$ cat src/hdl/bilinear_integer_upscaler_core_assert.svh
// Assertion macros shared by the upscaler RTL.
`ifndef BILINEAR_INTEGER_UPSCALER_CORE_ASSERT_SVH
`define BILINEAR_INTEGER_UPSCALER_CORE_ASSERT_SVH

// Consequent must hold in the same cycle as the antecedent.
`define BIU_ASSERT_SAME(label, ante, cons, msg) \
    label: assert property (@(posedge clk) disable iff (!rst_n) (ante) |-> (cons)) \
        else $error(msg);

// Consequent must hold in the cycle after the antecedent.
`define BIU_ASSERT_NEXT(label, ante, cons, msg) \
    label: assert property (@(posedge clk) disable iff (!rst_n) (ante) |=> (cons)) \
        else $error(msg);

`endif

$ cat src/hdl/biu_pkg.sv
// Shared types and constants of the bilinear upscaler.
`timescale 1ns / 1ps
package biu_pkg;

    localparam int PIX_W      = 8;
    localparam int ROW_W      = 12;
    localparam int COL_W      = 12;
    localparam int OROW_W     = 14;
    localparam int OCOL_W     = 12;
    localparam int FAC_W      = 3;
    localparam int WID_W      = 11;
    localparam int HGT_W      = 13;
    localparam int CFG_W      = 13;
    localparam int IDX_W      = 2;
    localparam int MAX_HEIGHT = 4096;
    localparam int TDATA_W    = 40;

    typedef enum logic [IDX_W-1:0] {
        REG_SCALE  = 2'd0,
        REG_WIDTH  = 2'd1,
        REG_HEIGHT = 2'd2
    } cfg_reg_t;

    typedef enum logic [1:0] {
        FE_IDLE,
        FE_LOOKUP,
        FE_EMIT
    } fe_state_t;

    // One output tile: anchor position and the four corner pixels.
    typedef struct packed {
        logic [ROW_W-1:0] row;
        logic [COL_W-1:0] col;
        logic [PIX_W-1:0] a;
        logic [PIX_W-1:0] b;
        logic [PIX_W-1:0] c;
        logic [PIX_W-1:0] d;
        logic             last;
    } tile_t;

endpackage

$ cat src/hdl/biu_tile_fifo.sv
// Short tile queue between the front and back parts.
`timescale 1ns / 1ps
module biu_tile_fifo #(
    parameter int DEPTH = 4
) (
    input  logic          clk,
    input  logic          rst_n,
    input  logic          push,
    input  biu_pkg::tile_t wdata,
    input  logic          pop,
    output biu_pkg::tile_t rdata,
    output logic          full,
    output logic          empty
);
    import biu_pkg::*;

    localparam int PW = $clog2(DEPTH);
    localparam int CW = $clog2(DEPTH + 1);

    tile_t         mem_reg [DEPTH];
    logic [PW-1:0] wptr_reg, wptr_next;
    logic [PW-1:0] rptr_reg, rptr_next;
    logic [CW-1:0] count_reg, count_next;

    always_comb
    begin
        wptr_next  = wptr_reg;
        rptr_next  = rptr_reg;
        count_next = count_reg;
        if (push)
        begin
            wptr_next = (wptr_reg == PW'(DEPTH - 1)) ? '0 : wptr_reg + PW'(1);
        end
        if (pop)
        begin
            rptr_next = (rptr_reg == PW'(DEPTH - 1)) ? '0 : rptr_reg + PW'(1);
        end
        if (push && !pop)
        begin
            count_next = count_reg + CW'(1);
        end
        else if (pop && !push)
        begin
            count_next = count_reg - CW'(1);
        end
    end

    always_ff @(posedge clk or negedge rst_n)
    begin
        if (!rst_n)
        begin
            wptr_reg  <= '0;
            rptr_reg  <= '0;
            count_reg <= '0;
        end
        else
        begin
            wptr_reg  <= wptr_next;
            rptr_reg  <= rptr_next;
            count_reg <= count_next;
        end
    end

    always_ff @(posedge clk)
    begin
        if (push)
        begin
            mem_reg[wptr_reg] <= wdata;
        end
    end

    assign rdata = mem_reg[rptr_reg];
    assign full  = (count_reg == CW'(DEPTH));
    assign empty = (count_reg == '0);

endmodule

$ cat config.mk
export PLATFORM = sky130hd
export DESIGN_NAME = biu_tile_fifo
export DESIGN_NICKNAME = d
export VERILOG_FILES = /design/src/hdl/bilinear_integer_upscaler_core_assert.svh /design/src/hdl/biu_pkg.sv /design/src/hdl/biu_tile_fifo.sv
export SDC_FILE = /design/constraint.sdc
export NUM_CORES = 1
export LEC_CHECK = 0
export BUFFER_PORTS_ARGS = -buffer_cell sky130_fd_sc_hd__buf_2
export CELL_PAD_IN_SITES_DETAIL_PLACEMENT = 0
export CELL_PAD_IN_SITES_GLOBAL_PLACEMENT = 2
export CORE_UTILIZATION = 48
export DETAILED_ROUTE_END_ITERATION = 16
export GPL_TIMING_DRIVEN = 0
export PLACE_DENSITY = 0.87
export REMOVE_ABC_BUFFERS = 1
export SLEW_MARGIN = 10
export SYNTH_ARGS = -nofsm -noshare
export SYNTH_HDL_FRONTEND = slang
export SYNTH_SLANG_ARGS = --single-unit
export TNS_END_PERCENT = 100
$ cat constraint.sdc
create_clock -name clk -period 7.5 [get_ports clk]
set_clock_uncertainty 0.05 [all_clocks]
set_input_delay 0.75 -clock clk [delete_from_list [all_inputs] [get_ports clk]]
set_output_delay 0.75 -clock clk [all_outputs]
set_load 0.02 [all_outputs]
# After elaboration in Yosys (flattened, before gate mapping)
# Memories as Yosys holds them, arrays and structs flattened.
# Index checks and enable logic that the tools add are counted.
# word_totals
memories,1
mem_bits_rw,228
in_bits,61
register_bits,7
# op_classes
reduce_logical,6
eq_ne,3
n_mux,6
add_sub_neg,4
# memory_table
memory,depth,width,rd,rd_clocked_by_memory_dff,write_ports,line_no,rtl
mem_reg,4,57,1,0,1,biu_tile_fifo.sv:20,tile_t mem_reg [DEPTH];
# op_table
cell,count
3-bit two-way mux,2
2-bit by 1-bit adder with 2-bit output (second input constant),2
2-bit equality test (second input constant),2
2-bit two-way mux,2
3-bit by 1-bit adder with 3-bit output (second input constant),1
3-bit equality test (second input constant),1
3-bit zero test,1
3-bit by 1-bit subtractor with 3-bit output (second input constant),1
1-bit logical AND,2
1-bit zero test,2
1-bit two-way mux,2
2-bit nonzero test,1

# Longest topological paths before layout
# logic_depth
ltp_word,4
depth_mapped,7
ltp_nobuf,7

# Worst setup path after synthesis
# No wires, ideal clock.
# synth_timing
kind,input -> register
startpoint,in push
endpoint,mem mem_reg[0][0] (netlist name) (enable)
n_path_buf,0
setup_slack_ns,4.929
required_time_ns,7.029
arrival_ns,2.100
cell_stages,1
path_cell_list,and2_1
# synth_between
elab_chain_cells,2
# synth_rtl
element,line_no,rtl
"start, declared",biu_tile_fifo.sv:8,"input logic push,"
1-bit two-way mux,biu_tile_fifo.sv:66,if (push)
1-bit two-way mux (not written as such),biu_tile_fifo.sv:68,mem_reg[wptr_reg] <= wdata;
"end, declared",biu_tile_fifo.sv:20,
# No other way between the ends.

==> results.yml <==
run_status:
  status: "finished clean"
grt:
  grt_pass1_vias: 4271
  use_met2_pct: 27.58
  gr-total-overflow: 0
  grt_max_degree: 37
  grt_pass1_wl_microns: 22760
  grt.met1_usage_pct: 21.56
  met3_usage_pct: 3.318
  antenna_found_initial: 1
  top_usage_layer: "met2"
  grt_use_total_pct: 16.34
clocking:
  cts_root_buffer: "clkbuf_16"
  cts_setup_buffers: 0
  cts_tree: "done"
  cts.repair.resized: 0
  clkSinkCount: 235
  worstSkewPairLatency_ns: 0.50
  cts_buffers: 24
  cts.clk_slew.worst_paths_ns: 0.06
  cts_hold_buf: 0
  clock_path_buffers: 3
  cts_htree_levels: 1
logic_synthesis:
  post_synth.cell_area_avg_sq_um: 25.82
  syn_inst: 335
  muxShareOfSynthArea_pct: 15.23
  synth_compound_area_share_pct: 0.1157
  ys_warn_count: 0
  yosysTopAreaCellShare_pct: 79.16
  synth_top_family_by_area: "multiplexers"
  syn_area_sq_um: 8650
  yosys.area.top_type: "edfxtp_1"
  synthXorXnorAreaFrac_pct: 0.3038
  yosys.area_share.simple_pct: 0.6509
  ys_seq_area_share_pct: 81.18
  synthAdderAreaFrac_pct: 1.099
  yosys-top-cells-area: "edfxtp_1 79%, mux4_2 15%, dfrtp_1 2.0%, ha_1 0.87%, buf_12 0.46%"
  synth_seq_cells: 235
  ys_types: 20
final_layout:
  largest_reg_flops: 228
  final_common_cell: "edfxtp_1"
  nFillCells: 1237
  area_delta_synth_final_pct: 20.44
  n_antenna_cell: 0
  fin_nets: 541
  final_layout_size_suffix_gt1_share_pct: 47.66
  finalNonFillerCells: 716
  final_cell_mix: "228 x edfxtp_1, 119 x buf_2, 57 x mux4_2"
  postLayoutCellArea_sq_um: 10420
die:
  start_util_pct: 49.49
  core_area_sq_um: 17480
  die_y_microns: 136.2
  core.rowCount: 48
  die_w_microns: 136.2
  die_area_sq_um: 18560
  pin_count: 120
setup_path:
  endpoint_kind: "primary output"
  startpoint_type: "flip-flop"
  r2r_cells: 4
  critPathKind: "flip-flop to primary output"
  crit_chain: "buf_16 -> mux4_2 -> buf_2"
  cpPeakStageDelay_ns: 0.83
  critPathSlowestCell: "dfrtp_4"
  arrival_ns: 2.41
  crit_fanout: 31
  crit_required_ns: 6.70
sta:
  period_needed_ns: 3.210
  hold-worst-slack_ns: 0.01800
  finalSetupViolations: 0
  rsz0062_at_grt: "false"
  maxSlewViolCount: 0
  finalSetupTns_ns: 0
  clock.fmax_mhz: 311.5
  worstMarginPinSlew_ns: 0.6351
  fin_crit_sh_pct: 42.80
  final_hold_viol_count: 0
  max_slew_margin_pct: 57.66
route:
  drtIter0Drc: 191
  viasPerCell: 5.370
  routed_wl_microns: 14580
  vias: 3845
  antenna_left: 0
  wl_per_cell_microns: 20.36
  first_pass_iters: 4
  drc: 0
pwr:
  irDropWorstVdd_v: 0.0002368
  p_leak_nw: 3.596
  power.density_nw_per_um2: 407.9
  finalPower_w: 0.004249
hold_path:
  hold_class: "input port to async pin"
place:
  gp_congestion: 0.6533
  post-dp-hpwl_microns: 8771
  buffer_ports.inserted: 119
  dp.cells: 672
  place_area_sq_um: 9564
flow_run:
  drv_cap: 0
worst max-delay path: cells and delay by family, from the launching register on:
kind | cells | cell delay (ns)
DFF | 1 | 0.83
muxes | 1 | 0.55
buffers and inverters | 2 | 0.51
cells in the mapped netlist:
master    instances
edfxtp_1        228
mux4_2           57
dfrtp_1           7
ha_1              6
and2_1            4
buf_4             4
inv_1             4
buf_1             3
buf_2             3
mux2_2            3
nor2_1            3
buf_12            2
nand2_1           2
o21ai_0           2
xor2_1            2
buf_6             1
fa_1              1
nor3_1            1
nor3b_1           1
xnor2_1           1
power by group:
group	switching [W]	internal, W	total [W]	leakage (nW)
registers	0.000138	0.00169	0.00182	2.18
clock network	0.000485	0.000761	0.00125	0.410
logic	0.000653	0.000527	0.00118	1.01
total	0.00128	0.00297	0.00425	3.60
per-layer routing:
| layer | vias up | wire, microns |
|---|---|---|
| met5 | - | 10 |
| met3 | 28 | 897 |
| met2 | 114 | 7335 |
| li1 | 1707 | - |
| met1 | 1994 | 6083 |
| met4 | 2 | 250 |
cell families (layout without fill, tap and decap cells):
logic type / count (synthesis) / in the layout
AO/OA/AOI/OAI: 2 / 2
XOR/XNOR: 3 / 3
adder cells (fa/ha/maj): 7 / 7
buffers and inverters: 17 / 173
flip-flops: 235 / 235
multiplexers: 60 / 60
AND/OR/NAND/NOR: 11 / 11
final timing paths:
check / start / to / slack (ns)
max in group asynchronous: rst_n / rptr_reg[0] / 7.19
worst max register to register: wptr_reg[0] / mem_reg[0][23] / 5.70
worst min register to register: count_reg[2] / count_reg[2] / 0.48
worst max-delay path: rptr_reg[0] / rdata[41] / 4.29
worst min-delay path: rst_n / wptr_reg[1] / 0.02
min in group clk: wdata[38] / mem_reg[2][38] / 0.41
cell type report:
type,count,area (sq um),area share [%]
flip-flops and latches,235,7029,67.48
multi-input cells,83,1515,14.54
repair buffers,125,723.2,6.942
clock buffers,27,643.1,6.173
well taps,225,281.5,2.702
clock inverters,17,210.2,2.018
inverters,4,15.01,0.1441
metrics by stage:
step | util, % | setup WS, ns
floorplan | - | 3.628
global placement | 53.89 | 2.585
detailed placement | 54.73 | 4.743
CTS | 59.61 | 4.207
global route | 59.61 | 4.141
finish | 59.61 | 4.290
Note: power is estimated with default switching activity, not from simulation.
