**src/hdl/bilinear_integer_upscaler_core_assert.svh**
```systemverilog
// Assertion macros shared by the upscaler RTL.
`ifndef BILINEAR_INTEGER_UPSCALER_CORE_ASSERT_SVH
`define BILINEAR_INTEGER_UPSCALER_CORE_ASSERT_SVH

// Consequent must hold in the same cycle as the antecedent.
`define BIU_ASSERT_SAME(label, ante, cons, msg) \
    label: assert property (@(posedge clk) disable iff (!rst_n) (ante) |-> (cons)) \
        else $error(msg);

// Consequent must hold in the cycle after the antecedent.
`define BIU_ASSERT_NEXT(label, ante, cons, msg) \
    label: assert property (@(posedge clk) disable iff (!rst_n) (ante) |=> (cons)) \
        else $error(msg);

`endif

```
**src/hdl/biu_pkg.sv**
```systemverilog
// Shared types and constants of the bilinear upscaler.
`timescale 1ns / 1ps
package biu_pkg;

    localparam int PIX_W      = 8;
    localparam int ROW_W      = 12;
    localparam int COL_W      = 12;
    localparam int OROW_W     = 14;
    localparam int OCOL_W     = 12;
    localparam int FAC_W      = 3;
    localparam int WID_W      = 11;
    localparam int HGT_W      = 13;
    localparam int CFG_W      = 13;
    localparam int IDX_W      = 2;
    localparam int MAX_HEIGHT = 4096;
    localparam int TDATA_W    = 40;

    typedef enum logic [IDX_W-1:0] {
        REG_SCALE  = 2'd0,
        REG_WIDTH  = 2'd1,
        REG_HEIGHT = 2'd2
    } cfg_reg_t;

    typedef enum logic [1:0] {
        FE_IDLE,
        FE_LOOKUP,
        FE_EMIT
    } fe_state_t;

    // One output tile: anchor position and the four corner pixels.
    typedef struct packed {
        logic [ROW_W-1:0] row;
        logic [COL_W-1:0] col;
        logic [PIX_W-1:0] a;
        logic [PIX_W-1:0] b;
        logic [PIX_W-1:0] c;
        logic [PIX_W-1:0] d;
        logic             last;
    } tile_t;

endpackage

```
**src/hdl/biu_back.sv**
```systemverilog
// Back part: walks each tile and computes the interpolated pixels in a short pipeline.
`timescale 1ns / 1ps
module biu_back #(
    parameter int MAX_FACTOR = 4
) (
    input  logic                        clk,
    input  logic                        rst_n,
    input  logic [biu_pkg::FAC_W-1:0]   factor,
    input  biu_pkg::tile_t              tile,
    input  logic                        fifo_empty,
    output logic                        tile_pop,
    output logic                        m_tvalid,
    input  logic                        m_tready,
    output logic [biu_pkg::TDATA_W-1:0] m_tdata,
    output logic                        m_tlast
);
    import biu_pkg::*;

    localparam int KW     = (MAX_FACTOR > 1) ? $clog2(MAX_FACTOR) : 1;
    localparam int TOP_W  = PIX_W + 2;
    localparam int NUM_W  = PIX_W + 4;
    localparam int POS_W  = ROW_W + FAC_W;
    localparam int RCP_W  = 13;
    localparam int PROD_W = NUM_W + RCP_W;
    // 2^16 / 9 rounded up; exact for every numerator below 2^12
    localparam logic [RCP_W-1:0] RECIP_NINE = 13'd7282;

    logic              adv;

    // Tile walker
    tile_t             tile_reg, tile_next;
    logic              busy_reg, busy_next;
    logic [KW-1:0]     ky_reg, ky_next, kx_reg, kx_next;
    logic              issue, final_elem, load;

    // Stage one: row products
    logic              s1_valid_reg;
    logic [OROW_W-1:0] s1_row_reg;
    logic [OCOL_W-1:0] s1_col_reg;
    logic [TOP_W-1:0]  s1_top_reg, s1_bot_reg;
    logic [KW-1:0]     s1_ky_reg;
    logic              s1_last_reg;

    // Stage two: weighted numerator
    logic              s2_valid_reg;
    logic [OROW_W-1:0] s2_row_reg;
    logic [OCOL_W-1:0] s2_col_reg;
    logic [NUM_W-1:0]  s2_num_reg;
    logic              s2_last_reg;

    // Output register
    logic              out_valid_reg;
    logic [OROW_W-1:0] out_row_reg;
    logic [OCOL_W-1:0] out_col_reg;
    logic [PIX_W-1:0]  out_value_reg;
    logic              out_last_reg;

    logic [FAC_W-1:0]  wx0, wx1, wy0, wy1;
    logic [TOP_W:0]    top_full, bot_full;
    logic [POS_W-1:0]  row_full, col_full;
    logic [5:0]        sq;
    logic [NUM_W+1:0]  num_full;
    logic [PROD_W-1:0] prod;
    logic [NUM_W-1:0]  quot;

    assign adv        = !out_valid_reg || m_tready;
    assign issue      = busy_reg && adv;
    assign final_elem = (FAC_W'(ky_reg) == factor - FAC_W'(1))
                     && (FAC_W'(kx_reg) == factor - FAC_W'(1));
    assign load       = !busy_reg || (issue && final_elem);
    assign tile_pop   = load && !fifo_empty;

    always_comb
    begin
        tile_next = tile_reg;
        busy_next = busy_reg;
        ky_next   = ky_reg;
        kx_next   = kx_reg;
        if (load)
        begin
            tile_next = tile;
            busy_next = !fifo_empty;
            ky_next   = '0;
            kx_next   = '0;
        end
        else if (issue)
        begin
            if (FAC_W'(kx_reg) == factor - FAC_W'(1))
            begin
                kx_next = '0;
                ky_next = ky_reg + KW'(1);
            end
            else
            begin
                kx_next = kx_reg + KW'(1);
            end
        end
    end

    // Stage one arithmetic
    assign wx1 = FAC_W'(kx_reg);
    assign wx0 = factor - wx1;
    assign top_full = (TOP_W+1)'(wx0) * (TOP_W+1)'(tile_reg.a)
                    + (TOP_W+1)'(wx1) * (TOP_W+1)'(tile_reg.b);
    assign bot_full = (TOP_W+1)'(wx0) * (TOP_W+1)'(tile_reg.c)
                    + (TOP_W+1)'(wx1) * (TOP_W+1)'(tile_reg.d);
    assign row_full = POS_W'(tile_reg.row) * POS_W'(factor) + POS_W'(ky_reg);
    assign col_full = POS_W'(tile_reg.col) * POS_W'(factor) + POS_W'(kx_reg);

    // Stage two arithmetic: add half the divisor for round to nearest
    assign wy1 = FAC_W'(s1_ky_reg);
    assign wy0 = factor - wy1;
    assign sq  = 6'(factor) * 6'(factor);
    assign num_full = (NUM_W+2)'(wy0) * (NUM_W+2)'(s1_top_reg)
                    + (NUM_W+2)'(wy1) * (NUM_W+2)'(s1_bot_reg)
                    + (NUM_W+2)'(sq >> 1);

    // Stage three: divide by factor squared
    assign prod = PROD_W'(s2_num_reg) * PROD_W'(RECIP_NINE);
    always_comb
    begin
        case (factor)
            3'd2:    quot = s2_num_reg >> 2;
            3'd3:    quot = NUM_W'(prod[PROD_W-1:16]);
            3'd4:    quot = s2_num_reg >> 4;
            default: quot = s2_num_reg;
        endcase
    end

    always_ff @(posedge clk or negedge rst_n)
    begin
        if (!rst_n)
        begin
            busy_reg      <= 1'b0;
            ky_reg        <= '0;
            kx_reg        <= '0;
            s1_valid_reg  <= 1'b0;
            s2_valid_reg  <= 1'b0;
            out_valid_reg <= 1'b0;
        end
        else
        begin
            busy_reg <= busy_next;
            ky_reg   <= ky_next;
            kx_reg   <= kx_next;
            if (adv)
            begin
                s1_valid_reg  <= issue;
                s2_valid_reg  <= s1_valid_reg;
                out_valid_reg <= s2_valid_reg;
            end
        end
    end

    always_ff @(posedge clk)
    begin
        tile_reg <= tile_next;
        if (adv)
        begin
            s1_row_reg    <= row_full[OROW_W-1:0];
            s1_col_reg    <= col_full[OCOL_W-1:0];
            s1_top_reg    <= top_full[TOP_W-1:0];
            s1_bot_reg    <= bot_full[TOP_W-1:0];
            s1_ky_reg     <= ky_reg;
            s1_last_reg   <= tile_reg.last && final_elem;
            s2_row_reg    <= s1_row_reg;
            s2_col_reg    <= s1_col_reg;
            s2_num_reg    <= num_full[NUM_W-1:0];
            s2_last_reg   <= s1_last_reg;
            out_row_reg   <= s2_row_reg;
            out_col_reg   <= s2_col_reg;
            out_value_reg <= (quot > NUM_W'(255)) ? 8'd255 : quot[PIX_W-1:0];
            out_last_reg  <= s2_last_reg;
        end
    end

    assign m_tvalid = out_valid_reg;
    assign m_tlast  = out_last_reg;
    assign m_tdata  = {(TDATA_W - OROW_W - OCOL_W - PIX_W)'(0),
                       out_value_reg, out_col_reg, out_row_reg};

endmodule

```
**config.mk**
```make
export PLATFORM = sky130hd
export DESIGN_NAME = biu_back
export DESIGN_NICKNAME = d
export VERILOG_FILES = /design/src/hdl/bilinear_integer_upscaler_core_assert.svh /design/src/hdl/biu_pkg.sv /design/src/hdl/biu_back.sv
export SDC_FILE = /design/constraint.sdc
export NUM_CORES = 1
export LEC_CHECK = 0
export ABC_CLOCK_PERIOD_IN_PS = 7420
export BUFFER_PORTS_ARGS = -buffer_cell sky130_fd_sc_hd__buf_4
export CAP_MARGIN = 40
export CORE_MARGIN = 2
export CORE_UTILIZATION = 25
export CTS_CLUSTER_DIAMETER = 50
export CTS_CLUSTER_SIZE = 12
export DETAILED_ROUTE_END_ITERATION = 16
export GPL_ROUTABILITY_DRIVEN = 0
export HOLD_SLACK_MARGIN = 0.15
export PLACE_DENSITY = 0.45
export SYNTH_ARGS = -nofsm -noshare
export SYNTH_HDL_FRONTEND = slang
export SYNTH_SLANG_ARGS = --single-unit
```
**constraint.sdc**
```tcl
create_clock -name clk -period 7.42 [get_ports clk]
set_input_delay 1.855 -clock clk [delete_from_list [all_inputs] [get_ports clk]]
set_output_delay 1.855 -clock clk [all_outputs]
set_load 0.03 [all_outputs]
```
**Word-level counts from Yosys, hierarchy flattened**

Cells that the tools add are included.

- Register bits after elaboration: 188
- Latch bits: 0
- Bits in writable memories: 0
- Bits in read-only memories: 0
- Bits of input ports: 64
- Logic and storage cells: 74
- Memories kept: 0

- Add/sub/neg operators: 11
- $mul: 10
- Divide/modulo/power cells: 0
- $lt $le $gt $ge: 1
- Equality and inequality tests: 5
- Shifts and indexed selects: 0
- Multiplexer cells: 7
- Bitwise operators: 0
- Reductions and logical operators: 13

Operators by type and width:

| operator | count |
|---|---|
| $pmux W12 S3 | 1 |
| $mul A12 B12 Y24 const B | 1 |
| $add A10 B10 Y10 | 2 |
| $mul A2 B8 Y10 | 2 |
| $mul A3 B8 Y10 | 2 |
| $add A14 B2 Y14 | 1 |
| $mul A12 B3 Y14 | 1 |
| $add A12 B12 Y12 | 1 |
| $add A12 B2 Y12 | 1 |
| $add A12 B5 Y12 | 1 |
| $gt A12 B8 Y1 const B | 1 |
| $mul A12 B3 Y12 | 1 |
| $mul A2 B10 Y12 | 1 |
| $mul A3 B10 Y12 | 1 |
| $mux W2 | 6 |
| $eq A2 B3 Y1 | 2 |
| $eq A3 B2 Y1 const B | 2 |
| $mul A3 B3 Y6 | 1 |
| $sub A3 B2 Y3 | 2 |
| $logic_and A1 B1 Y1 | 5 |
| $add A2 B1 Y2 const B | 2 |
| $reduce_bool A2 Y1 | 2 |
| $eq A3 B3 Y1 const B | 1 |
| $logic_not A1 Y1 | 3 |
| other kinds (3) | 4 |

**Logic depth before layout (Yosys ltp)**

- Word-level depth: 7
- Depth in mapped cells: 22
- Depth with buffers taken out: 20

**Worst setup path before layout**

No wires, ideal clock.

- Kind: input-to-output
- From: in m_tready
- To: out tile_pop
- Arrival time: 5.247 ns
- Required time: 5.565 ns
- Slack: 0.318 ns
- Cell stages on the path: 4
- Path buffers: 0
- Path through: nor2b_1 -> inv_1 -> nand2_1 -> a21oi_1

- Longest elaborated chain between the ends: 5

RTL lines:

| item | RTL line | source |
|---|---|---|
| from (decl) | biu_back.sv:13 | `input logic m_tready,` |
| $logic_or A1 B1 Y1 | biu_back.sv:66 | `assign adv = !out_valid_reg \|\| m_tready;` |
| named net adv | biu_back.sv:28 | `logic adv;` |
| $logic_and A1 B1 Y1 | biu_back.sv:67 | `assign issue = busy_reg && adv;` |
| $logic_and A1 B1 Y1 | biu_back.sv:70 | `assign load = !busy_reg \|\| (issue && final_elem);` |
| $logic_or A1 B1 Y1 | biu_back.sv:70 |  |
| $logic_and A1 B1 Y1 | biu_back.sv:71 | `assign tile_pop = load && !fifo_empty;` |
| to (decl) | biu_back.sv:11 | `output logic tile_pop,` |

The timed path passes the listed nets, and every way through them passes these cells.

**Final worst setup path**

- From: in factor[0] in the netlist's numbering
- To: reg s1_top_reg[9], data pin

- Longest elaborated chain between the ends: 3

RTL lines:

| item | RTL line | source |
|---|---|---|
| from (decl) | biu_back.sv:8 | `input logic [biu_pkg::FAC_W-1:0] factor,` |
| $sub A3 B2 Y3 | biu_back.sv:102 | `assign wx0 = factor - wx1;` |
| $mul A3 B8 Y10 | biu_back.sv:103 | `assign top_full = (TOP_W+1)'(wx0) * (TOP_W+1)'(tile_reg.a)` |
| $add A10 B10 Y10 | biu_back.sv:104 | `+ (TOP_W+1)'(wx1) * (TOP_W+1)'(tile_reg.b);` |
| named net top_full[9] | biu_back.sv:59 | `logic [TOP_W:0] top_full, bot_full;` |
| to (signal assigned) | biu_back.sv:162 | `s1_top_reg <= top_full[TOP_W-1:0];` |
| to (decl) | biu_back.sv:40 | `logic [TOP_W-1:0] s1_top_reg, s1_bot_reg;` |

The timed path passes the listed nets, and every way through them passes these cells.
A chain may end at the register's enable or synchronous reset.

==> flow_summary.toml <==
[run_status]
outcome = "finished clean"

[yosys]
simple_logic_cell_fraction_of_the_synthesized_area_pct = 10.1
synth-edff-count = 180
yosys.area.top_type = "edfxtp_1"
most_frequently_used_cell_type_in_the_post_synthesis_netlist = "edfxtp_1"
flop_and_latch_count_out_of_synthesis = 188
synth.yosys.seq_area_share_pct = 40.5
leading_register_cell_type_out_of_synthesis = "edfxtp_1"
synth_cell_type_count = 53
synthTopCellsByCount = "edfxtp_1, ha_1, inv_1"
post_synth_mux_area_share_pct = 0.145
ys_top_cells_by_area = "edfxtp_1, fa_1, ha_1"
synthesis.area_mm2 = 0.0138
synth-adder-area-share_pct = 33.5
async_flop_share_pct = 4.26
yosysWarnings = 0
synth-xor-area-share_pct = 4.74
synthesized_area_fraction_occupied_by_ao_oa_aoi_and_oai_cells_pct = 5.57
synth_top_family_by_area = "adder cells"
netlist_instances = 1163
synth_top_area_share_pct = 39.1
synth_area_per_cell_um2 = 11.9

[setup_path]
crit_path_end_kind = "flop"
timing_worst_setup_path_type = "input port to flop"
worstRegToRegCells = 18
cp_data_arrival_time_ns = 6.47
critical_path_peak_fanout = 28
type_of_origin_of_the_critical_path = "input port"
crit_required_ns = 7.65

[floorplanning]
design.core.area_mm2 = 0.0549
die_outline_area_mm2 = 0.0572
io-pin-count = 107
std_cell_rows = 86
dieHeight_um = 239
start_util_pct = 25.2
floorplan.die.width_um = 239

[route]
remaining_number_of_nets_flagged_by_the_antenna_check_after_routing = 0
drt_iter0_drc = 328
drt_first_pass_iters = 8
detailroute.via_count = 7990
detail_route.vias_per_cell = 4.02
routed_wire_length_per_instance_um = 13.2
finalWirelength_mm = 26.2
drc = 0

[cts]
cts_resized = 0
htree_num_levels = 4
clkLatencyLatePin_ns = 0.49
cts_hold_repair.buffers = 0
clock_tree.root_cell = "clkbuf_16"
cts_buffers = 17
ctsLongestPathBuffers = 2
cts.reportedPaths.clkPinSlew_ns = 0.08
clock_tree_from_tritoncts = "done"
clock-sinks = 188
cts_post_setup_buffers_inserted = 0

[grt]
initial_antenna_violation_count = 0
grt_first_pass_wirelength_mm = 43.3
grt_overflow_total = 0
first_global_vias = 8443
grt_start_max_net_pins = 54
globalRouteTotalUtil_pct = 9.82

[timing]
min_period_ns = 6.24
final_setup_violation_count = 0
slew_headroom_pct = 51.3
max_clock_freq_mhz = 160
fin_crit_sh_pct = 84.1
slew_viol_final = 0
max_slew.worst_pin.slew_ns = 0.731
hold_violation_count_in_the_final_report = 0
rsz_0062_raised_after_global_routing = "false"
finClkSkew_ns = 0.0251
totalNegativeSetupSlack_ns = 0

[placed_design]
buffer_ports.inserted = 100
dpl.hpwl_mm = 21.0
postPlaceCellArea_mm2 = 0.0155

[hold_path]
timing.hold.worst.class = "flop to flop"
holdPathStages = 0

[finish]
stdcell_area_mm2 = 0.0161
flow.area_growth_from_synthesis_pct = 16.5
regArea_mm2 = 0.00561
filler_cell_count = 5644
layout.nets = 1631
antenna-diode-count = 0
largest_reg_flops = 57
multi_input_area_mm2 = 0.00749
post_route_cells_drive_above_1_share_pct = 11.9

[run]
maxCapViolCount = 0
layout make-up:
type                    instances  area share, %
repair buffers                110           5.33
flip-flops and latches        188           34.8
inverters                     168           3.95
well taps                     704           5.47
clock buffers                  17           2.64
clock inverters                15           1.32
multi-input cells             786           46.5
cell usage in the layout, fill, tap and decap left out, types with 5 or more instances in the layout:
cell and instances:
xnor2_1 55, inv_1 166, ha_1 173, conb_1 6
o21ai_1 10, xor2_1 18, buf_4 108, a21oi_1 43
a21o_1 13, edfxtp_1 180, dfrtp_1 8, o21bai_1 11
clkbuf_16 17, nor2_1 17, and2_1 56, a222oi_1 7
nor2b_1 32, clkinv_8 5, nand2b_1 7, nand3b_1 5
fa_1 123, nand3_1 5, nand2_1 162
logic make-up after synthesis:
kind of cell             after synthesis
AND/OR/NAND/NOR                      295
flip-flops                           188
AO/OA/AOI/OAI                        113
XOR/XNOR                              74
other                                  1
adder cells (fa/ha/maj)              296
multiplexers                           2
buffers and inverters                194
metrics by stage:
step | hold WS (ns) | utilization, % | cells | setup slack, ns
global route | 0.428 | 29.4 | 1988 | 0.875
global placement | 0.401 | 28.1 | 1953 | 0.695
floorplan | 0.400 | - | 1168 | 0.318
detailed placement | 0.405 | 28.2 | 1956 | 0.621
CTS | 0.422 | 29.4 | 1988 | 1.15
finish | 0.417 | 29.4 | 1988 | 1.18
path summary, 6_finish.rpt:
| kind | endpoint | slack (ns) | start |
|---|---|---|---|
| max | s1_top_reg[9] | 1.18 | factor[0] |
| min | m_tlast | 0.42 | s2_last_reg |
| max reg2reg | s1_top_reg[9] | 2.14 | kx_reg[1] |
| min reg2reg | m_tlast | 0.42 | s2_last_reg |
| max in group asynchronous | s1_valid_reg | 6.11 | rst_n |
| min in group asynchronous | kx_reg[1] | 1.17 | rst_n |
routing by layer:
layer	share of wire [%]	wire length, µm	global-route usage [%]
met3	3.6	956	2.71
met1	47	12400	12.7
met5	0	0	0
met4	1.4	377	3.26
met2	47	12400	15.8
critical path: stages:
cell and delay (ns):
buf_4 0.22, inv_1 0.19, ha_1 0.17, inv_1 0.04, fa_1 0.37, xnor2_1 0.38, buf_4 0.27, nand2_1 0.08
fa_1 0.48, inv_1 0.05, fa_1 0.50, fa_1 0.49, ha_1 0.35, a21oi_1 0.16, nor2_1 0.05, nor2_1 0.14
o21bai_1 0.08, a21oi_1 0.22, o21bai_1 0.09, a21oi_1 0.17, xnor2_1 0.09
Power is not shown: default switching activity piles up to over one toggle a cycle in this logic, so the estimate is an artifact.
